==> config.mk <==
export PLATFORM = sky130hd
export DESIGN_NAME = mmn_div
export DESIGN_NICKNAME = d
export VERILOG_FILES = /design/src/mmn_pkg.sv /design/src/mmn_div.sv
export SDC_FILE = /design/constraint.sdc
export NUM_CORES = 1
export LEC_CHECK = 0
export BUFFER_PORTS_ARGS = -buffer_cell sky130_fd_sc_hd__buf_2
export CORE_MARGIN = 1
export CORE_UTILIZATION = 59
export DETAILED_ROUTE_END_ITERATION = 10
export PLACE_DENSITY = 0.88
export SLEW_MARGIN = 5
export SYNTH_ARGS = -nofsm -noshare
export SYNTH_HDL_FRONTEND = slang
export SYNTH_SLANG_ARGS = --single-unit
==> constraint.sdc <==
create_clock -name clk_i -period 5 [get_ports clk_i]
set_clock_uncertainty 0.15 [all_clocks]
set_input_delay 0.75 -clock clk_i [delete_from_list [all_inputs] [get_ports clk_i]]
set_output_delay 0.75 -clock clk_i [all_outputs]
set_load 0.005 [all_outputs]
==> src/mmn_pkg.sv <==
// ----------------------------------------------------------------------------
// mmn_pkg: shared types and constants for the min/max normalizer
// Beat formats, configuration register codes, sequencer states and the
// sizes of the sample store and the serial divider.
// ----------------------------------------------------------------------------
package mmn_pkg;

  localparam int SAMPLE_BITS = 16;
  localparam int STORE_DEPTH = 4096;
  localparam int ADDR_W      = $clog2(STORE_DEPTH);
  localparam int CNT_W       = ADDR_W + 1;
  localparam int IDX_W       = 12;
  localparam int PROD_W      = 2 * SAMPLE_BITS;
  localparam int DIV_STEPS   = SAMPLE_BITS;
  localparam int DIV_CNT_W   = $clog2(DIV_STEPS);
  localparam int CFG_IDX_W   = 1;

  typedef enum logic [0:0] {
    FUNC_LOAD = 1'b0,
    FUNC_READ = 1'b1
  } func_e;

  typedef enum logic [CFG_IDX_W-1:0] {
    REG_OUT_LOW  = 1'b0,
    REG_OUT_HIGH = 1'b1
  } cfg_reg_e;

  typedef enum logic [1:0] {
    ST_IDLE,
    ST_MUL,
    ST_DIV_GO,
    ST_DIV_WAIT
  } state_e;

  typedef struct packed {
    logic                          func;
    logic                          first;
    logic signed [SAMPLE_BITS-1:0] sample;
    logic [IDX_W-1:0]              index;
  } in_item_t;

  typedef struct packed {
    logic signed [SAMPLE_BITS-1:0] value;
    logic                          error;
  } out_item_t;

  // divider handshake
  typedef struct packed {
    logic                   start;
    logic [PROD_W-1:0]      dividend;
    logic [SAMPLE_BITS-1:0] divisor;
  } div_req_t;

  typedef struct packed {
    logic                   done;
    logic [SAMPLE_BITS-1:0] quotient;
  } div_rsp_t;

endpackage

==> src/mmn_div.sv <==
// ----------------------------------------------------------------------------
// mmn_div: serial unsigned divider
// Restoring division, one quotient bit per cycle. The caller guarantees the
// upper half of the dividend is below the divisor, so the quotient fits in
// SAMPLE_BITS and only DIV_STEPS steps are needed.
// ----------------------------------------------------------------------------
module mmn_div
  import mmn_pkg::*;
(
  input  logic     clk_i,
  input  logic     rst_ni,
  input  div_req_t req_i,
  output div_rsp_t rsp_o
);

  logic [SAMPLE_BITS-1:0] rem_q, rem_d;
  logic [SAMPLE_BITS-1:0] quo_q, quo_d;
  logic [SAMPLE_BITS-1:0] dvs_q;
  logic [DIV_CNT_W-1:0]   cnt_q;
  logic                   run_q;
  logic                   done_q;
  logic [SAMPLE_BITS:0]   trial;
  logic                   fits;

  // one restoring step
  always_comb begin
    trial = {rem_q, quo_q[SAMPLE_BITS-1]};
    fits  = (trial >= {1'b0, dvs_q});
    rem_d = fits ? SAMPLE_BITS'(trial - {1'b0, dvs_q}) : trial[SAMPLE_BITS-1:0];
    quo_d = {quo_q[SAMPLE_BITS-2:0], fits};
  end

  always_ff @(posedge clk_i or negedge rst_ni) begin
    if (!rst_ni) begin
      run_q  <= 1'b0;
      done_q <= 1'b0;
      cnt_q  <= '0;
    end else begin
      done_q <= 1'b0;
      if (req_i.start) begin
        run_q <= 1'b1;
        cnt_q <= '0;
      end else if (run_q) begin
        cnt_q <= cnt_q + 1'b1;
        if (cnt_q == DIV_CNT_W'(DIV_STEPS - 1)) begin
          run_q  <= 1'b0;
          done_q <= 1'b1;
        end
      end
    end
  end

  always_ff @(posedge clk_i) begin
    if (req_i.start) begin
      rem_q <= req_i.dividend[PROD_W-1:SAMPLE_BITS];
      quo_q <= req_i.dividend[SAMPLE_BITS-1:0];
      dvs_q <= req_i.divisor;
    end else if (run_q) begin
      rem_q <= rem_d;
      quo_q <= quo_d;
    end
  end

  assign rsp_o.done     = done_q;
  assign rsp_o.quotient = quo_q;

endmodule

==> results of run 1 <==
Yosys cell counts (all sizes together) (2+ instances only):
cell    instances  area [um^2]
mux2i           3         30.0
a21o            5         37.5
and3            4         25.0
o31a            3         26.3
edfxtp         48         1440
o21ai          12         60.1
a211o           2         17.5
mux2           18          203
nor3            3         15.0
nand2b          7         43.8
or3             3         18.8
a21oi          11         55.1
dfrtp           6          150
clkbuf          9         33.8
nor3b           9         67.6
xor2            9         78.8
a2111o          2         22.5
a31o            2         17.5
o41ai           2         17.5
inv            23         86.3
nand3           8         40.0
buf             4         35.0
a221o           9         90.1
xnor2           4         35.0
nor2b           2         12.5
nand2          14         52.6
ha             17          213
a31oi           2         12.5
nor2           20         75.1
o221ai          4         35.0
stage by stage:
stage,total power (uW),instances,cell area [um^2],setup slack (ns)
3_5_place_dp,1500,401,3500,1.75
3_3_place_gp,1460,401,3500,1.83
6_report,1860,409,3640,1.71
2_1_floorplan,1330,276,3140,2.26
4_1_cts,1850,409,3640,1.74
5_1_grt,1980,409,3640,1.59
final cells by class:
type,count,area share
well taps,70,0.0240
repair buffers,68,0.0941
inverters,23,0.0237
flip-flops and latches,54,0.437
multi-input cells,186,0.383
clock inverters,3,0.0189
clock buffers,5,0.0189
cell families (layout without fill, tap and decap cells):
family / after synthesis / in the layout / share of synthesized area
AOI/OAI and AO/OA: 61 / 61 / 0.142
xor gates and xnor gates: 13 / 13 / 0.0362
adders and majority gates: 18 / 18 / 0.0740
buffers and inverters: 36 / 99 / 0.0494
DFF: 54 / 54 / 0.506
muxes: 21 / 21 / 0.0740
and+or+nand+nor: 73 / 73 / 0.118
state kept, by name, indices dropped and copies added (netlist names):
signal and count:
rem_q 16, dvs_q 16, run_q 1, done_q 1, cnt_q 4, quo_q 16
worst max-delay path, cell delays in order, from the launching register on:
cell,delay [ns]
sky130_fd_sc_hd__edfxtp_1,0.40
sky130_fd_sc_hd__ha_1,0.40
sky130_fd_sc_hd__a21o_1,0.24
sky130_fd_sc_hd__a31o_1,0.18
sky130_fd_sc_hd__a221o_1,0.36
sky130_fd_sc_hd__a211o_1,0.67
sky130_fd_sc_hd__nor2b_1,0.31
sky130_fd_sc_hd__a221o_1,0.32
power breakdown:
part | leakage [uW] | switching, uW | internal (uW)
logic | 0.000985 | 466 | 374
clock network | 0.0000683 | 152 | 201
registers | 0.000576 | 53.4 | 617
path summary, 6_finish.rpt:
kind	slack [ns]	to	depth (start not counted)
worst max-delay path	1.71	rem_q[11]$_DFFE_PP_	7
worst min-delay path	0.09	run_q$_DFF_PN0_	1
worst max register to register	1.71	rem_q[11]$_DFFE_PP_	7
worst min register to register	0.44	cnt_q[3]$_DFFE_PN0P_	2
max in group asynchronous	4.47	cnt_q[3]$_DFFE_PN0P_	1
min in group clk_i	0.44	cnt_q[3]$_DFFE_PN0P_	2
per-layer routing:
metal / part of all wire / up-vias
met2: 0.48 / 88
li1: - / 1159
met4: 0.023 / 0
met3: 0.052 / 18
met5: 0 / -
met1: 0.45 / 1094
==> results.txt, run 1 <==
----------------------------------------------------
[Worst setup path]
  Class of the most critical setup path ... register to register
  Endpoint class of the critical path ... register
  Largest fanout on the critical path ... 29
  Type of origin of the critical path ... register
  Worst r2r src ... rem_q[10]$_DFFE_PP_
  Critical path origin ... rem_q[10]$_DFFE_PP_
  Critical path data arrival time ... between 3 and 4 ns
  Required time worst endpoint ... 4.93 ns

[Route]
  Total number of vias ... about 2400
  Wire per inst ... 15.2 um
  Total detailed-routing wirelength ... roughly 6200 um
  Detailed-router iteration count before antenna repair ... 6
  Final ANT Viol Nets ... 0
  DRT iter0 DRCs ... approximately 140
  Post-route DRC ... 0
  Via density per instance ... around 5.8

[Clock network]
  # clock sinks ... between 50 and 60
  Clock buffer depth ... 2
  Root cell of the clock tree ... sky130_fd_sc_hd__clkbuf_8
  Post-CTS setup buffers ... 0
  Resize count post-CTS ... 0
  Clock insertion delay at the later pin of the skew report ... 0.32 ns
  # H-tree levels ... 2
  Number of buffers created by CTS ... 5
  Clock-pin slew on the worst setup and hold paths ... approximately 0.10 ns
  Clock tree from TritonCTS ... yes
  Post-cts hold buffer count ... 0

[Timing]
  Final period utilization ... 0.657
  RSZ-0062 raised after global routing ... false
  Final setup TNS ... 0 ns
  Worst hold slack ... roughly 0.085 ns
  Final hold violation count ... 0
  Peak clock frequency supported by timing ... about 300 MHz
  Final min period ... roughly 3.3 ns
  Final Slew Violations ... 0
  Tightest slew margin relative to the limit ... 0.354
  Slew at the pin with the worst max-slew slack ... 0.970 ns
  Number of endpoints failing setup at the final stage ... 0

[Floorplan]
  Floorplan row count ... 26
  Floorplan Core Area ... a little over 5000 um^2
  Die outline width ... between 70 and 80 um
  Initial Utilization ... 0.615
  Die area ... 5620 um^2
  Die Span Y ... ~75 um
  IO Pins ... 68

[GRT]
  First-pass GRT wire length ... 10100 um
  Number of antenna violations at the first check in global routing ... 0
  Global-route layer with the greatest usage ... met2
  Met3 Use GR ... 0.0616
  Vias in the first global route ... 2257
  Global Route met2 Usage ... 0.395
  Global-route usage over all layers ... 0.242
  Met1 usage ... 0.311
  Total congestion overflow ... 0
  Maximum number of pins on one net before global-route repair ... 51

[Final layout]
  Count of fill cells added during filler insertion ... between 300 and 400
  Highest-count cells in the layout ignoring fill and taps ... 67 x sky130_fd_sc_hd__buf_2, 48 x sky130_fd_sc_hd__edfxtp_1, 23 x sky130_fd_sc_hd__inv_1
  Reg area ... ~1600 um^2
  Share of cells above drive strength 1 ... 0.283
  Final net count ... about 400
  Fin util ... 0.713
  Layout-stage area growth over the synthesis result ... 15.9%
  Count of antenna diodes in the layout ... 0
  Most common cell after layout, fill and taps aside ... sky130_fd_sc_hd__buf_2
  Combined area of the multi-input logic cells ... 1400 um^2

[Pwr]
  Peak ir drop on the vdd network ... 276 uV
  Pwr per Cell Area ... between 500 and 600 nW/um^2
  Leakage component of the power ... between 0.0015 and 0.002 uW

[Yosys]
  Top flip-flop cell by instance count after synthesis ... sky130_fd_sc_hd__edfxtp_1
  Number of synthesized flops with an enable pin ... between 40 and 50
  Number of nets produced by synthesis ... around 350
  Flops & latches, synth ... 54
  Post-synthesis async set-or-reset flop share ... 0.111
  Number of cells produced by synthesis ... approximately 280
  Post-Synthesis Cell Area ... around 3100 um^2
  Yosys Warn Count ... 0
  Fraction of the yosys area taken by sequential cells ... 0.506
  Post-synth cell types ... between 40 and 50
  Mean instance size in the synthesized netlist ... 11.4 um^2

[Hold path]
  Worst min-delay path class ... primary input to asynchronous set/reset pin

[Placed design]
  Weighted congestion reported at the end of routability-driven placement ... roughly 0.87
  Post-DP HPWL ... around 4400 um
  Port Buf Inserts ... 67

[Run status]
  Status ... finished, final reports clean

[Flow run]
  Max_cap viols ... 0

----------------------------------------------------
No activity file was read; power rests on OpenSTA's default activity.
==> run 2: changes to the inputs <==
--- a/config.mk
+++ b/config.mk
@@ -7,9 +7,9 @@
 export LEC_CHECK = 0
 export BUFFER_PORTS_ARGS = -buffer_cell sky130_fd_sc_hd__buf_2
 export CORE_MARGIN = 1
-export CORE_UTILIZATION = 59
+export CORE_UTILIZATION = 55
 export DETAILED_ROUTE_END_ITERATION = 10
-export PLACE_DENSITY = 0.88
+export PLACE_DENSITY = 0.83
 export SLEW_MARGIN = 5
 export SYNTH_ARGS = -nofsm -noshare
 export SYNTH_HDL_FRONTEND = slang
==> constraint.sdc (replaced) <==
create_clock -name clk_i -period 3.3 [get_ports clk_i]
set_clock_uncertainty 0.15 [all_clocks]
set_input_delay 0.495 -clock clk_i [delete_from_list [all_inputs] [get_ports clk_i]]
set_output_delay 0.495 -clock clk_i [all_outputs]
set_load 0.005 [all_outputs]
==> results.txt, run 2 (synthesis results as in run 1) <==
----------------------------------------------------
[Pwr]
  Pwr per Cell Area ... 750 nW/um^2 (+47%)
  Peak ir drop on the vdd network ... 337 uV (+22%)
  Leakage component of the power ... 0.00163 uW (about the same)

[Clock network]
  Clock tree from TritonCTS ... yes
  # H-tree levels ... 2 (unchanged)
  Root cell of the clock tree ... sky130_fd_sc_hd__clkbuf_8
  Clock insertion delay at the later pin of the skew report ... 0.32 ns (about the same)
  # clock sinks ... 54 (unchanged)
  Clock buffer depth ... 2 (unchanged)
  Post-CTS setup buffers ... 0 (unchanged)
  Number of buffers created by CTS ... 5 (unchanged)
  Post-cts hold buffer count ... 1 (+1)
  Clock-pin slew on the worst setup and hold paths ... 0.10 ns (about the same)
  Resize count post-CTS ... 0 (unchanged)

[Route]
  Final ANT Viol Nets ... 0 (unchanged)
  Total detailed-routing wirelength ... 6110 um (-1.4%)
  Detailed-router iteration count before antenna repair ... 5 (-1)
  DRT iter0 DRCs ... 132 (-6.4%)
  Total number of vias ... 2334 (-1.1%)
  Wire per inst ... 14.7 um (-2.9%)
  Via density per instance ... 5.62 (-2.5%)
  Post-route DRC ... 0 (unchanged)

[Floorplan]
  Die area ... 6020 um^2 (+7.1%)
  Die outline width ... 77.6 um (+3.5%)
  Floorplan Core Area ... 5510 um^2 (+7.8%)
  Die Span Y ... 77.6 um (+3.5%)
  Floorplan row count ... 27 (+3.8%)
  IO Pins ... 68 (unchanged)
  Initial Utilization ... 0.571 (-0.0446)

[Placed design]
  Area post-placement ... 3530 um^2 (+0.71%)
  Weighted congestion reported at the end of routability-driven placement ... 0.853 (-1.4%)
  Post-DP HPWL ... 4490 um (+2.7%)
  Post-placement cell count ... 406 (+1.2%)
  Port Buf Inserts ... 67 (unchanged)

[Hold path]
  Worst min-delay path class ... primary input to register

[Final layout]
  Reg area ... 1590 um^2 (unchanged)
  Post-route insts no fill ... 415 (+1.5%)
  Combined area of the multi-input logic cells ... 1400 um^2 (unchanged)
  Cell area after layout ... 3650 um^2 (+0.31%)
  Highest-count cells in the layout ignoring fill and taps ... 67 x sky130_fd_sc_hd__buf_2, 48 x sky130_fd_sc_hd__edfxtp_1, 23 x sky130_fd_sc_hd__inv_1
  Share of cells above drive strength 1 ... 0.289 (+0.00544)
  Most common cell after layout, fill and taps aside ... sky130_fd_sc_hd__buf_2
  Count of fill cells added during filler insertion ... 438 (+23%)
  Count of antenna diodes in the layout ... 0 (unchanged)
  Final net count ... 411 (+0.98%)
  Registers with the most flip-flops ... dvs_q (16), quo_q (16), rem_q (16)
  Layout-stage area growth over the synthesis result ... 16.2%

[Timing]
  RSZ-0062 raised after global routing ... false
  Final min period ... 2.99 ns (-0.295 ns)
  Tightest slew margin relative to the limit ... 0.489 (+0.135)
  Final hold violation count ... 0 (unchanged)
  Final setup TNS ... 0 ns (unchanged)
  Peak clock frequency supported by timing ... 334 MHz (+9.9%)
  Slew at the pin with the worst max-slew slack ... 0.767 ns (-0.203 ns)
  Final period utilization ... 0.906 (+0.249)
  Worst hold slack ... 0.195 ns (+0.110 ns)
  Number of endpoints failing setup at the final stage ... 0 (unchanged)
  Final Slew Violations ... 0 (unchanged)

[Worst setup path]
  Endpoint class of the critical path ... register
  Type of origin of the critical path ... register
  Required time worst endpoint ... 3.23 ns (-1.70 ns)
  Critical path data arrival time ... 2.92 ns (-0.29 ns)
  Largest fanout on the critical path ... 11 (-62%)
  Class of the most critical setup path ... register to register
  Setup slack of the most critical reg-to-reg path ... 0.31 ns (-1.40 ns)

[GRT]
  Total congestion overflow ... 0 (unchanged)
  First-pass GRT wire length ... 10100 um (+0.27%)
  Global-route usage over all layers ... 0.216 (-0.0254)
  Maximum number of pins on one net before global-route repair ... 33 (-35%)
  Number of antenna violations at the first check in global routing ... 0 (unchanged)
  Vias in the first global route ... 2322 (+2.9%)

[Run status]
  Status ... finished, final reports clean

[Flow run]
  Max_cap viols ... 0 (unchanged)

----------------------------------------------------
[run 2: cell count changes in the layout (fill, tap and decap cells not counted)]
cell                            delta
sky130_fd_sc_hd__clkinvlp_4        +2
sky130_fd_sc_hd__buf_4             +3
sky130_fd_sc_hd__dlygate4sd3_1     +1
sky130_fd_sc_hd__bufinv_16         -1
sky130_fd_sc_hd__clkinv_4          -1
[run 2: final timing paths]
check / cells after the start / startpoint / end
setup reg to reg: 8 / rem_q[10]$_DFFE_PP_ / rem_q[1]$_DFFE_PP_
min in group asynchronous: 2 / rst_ni / cnt_q[3]$_DFFE_PN0P_
setup / recovery: 8 / rem_q[10]$_DFFE_PP_ / rem_q[1]$_DFFE_PP_
hold / removal: 1 / req_i[5] / dvs_q[5]$_DFFE_PP_
hold reg to reg: 2 / cnt_q[3]$_DFFE_PN0P_ / cnt_q[3]$_DFFE_PN0P_
max in group asynchronous: 2 / rst_ni / cnt_q[0]$_DFFE_PN0P_
[run 2: metrics by stage]
| step | utilization | total power (uW) | setup slack, ns |
|---|---|---|---|
| 2_1_floorplan | - | 2020 | 0.562 |
| 3_3_place_gp | 0.641 | 2240 | 0.408 |
| 6_report | 0.663 | 2740 | 0.310 |
| 4_1_cts | 0.663 | 2740 | 0.296 |
| 5_1_grt | 0.663 | 2940 | 0.231 |
| 3_5_place_dp | 0.641 | 2290 | 0.322 |
[run 2: final cells by class]
cell class              count  share of cell area
clock buffers               5              0.0188
clock inverters             3              0.0123
inverters                  23              0.0236
multi-input cells         186               0.382
flip-flops and latches     54               0.436
well taps                  72              0.0247
repair buffers             72               0.103
[run 2: critical path, stage by stage (launching register included)]
cell	delay (ns)
sky130_fd_sc_hd__edfxtp_1	0.40
sky130_fd_sc_hd__ha_1	0.40
sky130_fd_sc_hd__a21o_1	0.24
sky130_fd_sc_hd__a31o_1	0.19
sky130_fd_sc_hd__a221o_1	0.36
sky130_fd_sc_hd__a211o_1	0.40
sky130_fd_sc_hd__buf_4	0.22
sky130_fd_sc_hd__mux2i_1	0.13
sky130_fd_sc_hd__mux2_2	0.26
[run 2: metal layers]
layer / up-vias / wire length, um / share of wire / global-route usage
met5: - / 0 / 0 / 0
met4: 0 / 46 / 0.0075 / 0.0585
met3: 5 / 353 / 0.058 / 0.0518
met2: 70 / 2980 / 0.49 / 0.374
met1: 1098 / 2730 / 0.45 / 0.270
li1: 1161 / - / - / -
[run 2: power by group]
group | switching (uW) | internal, uW | leakage [uW]
registers | 80.6 | 935 | 0.000576
clock network | 226 | 226 | 0.0000504
logic | 687 | 588 | 0.00100
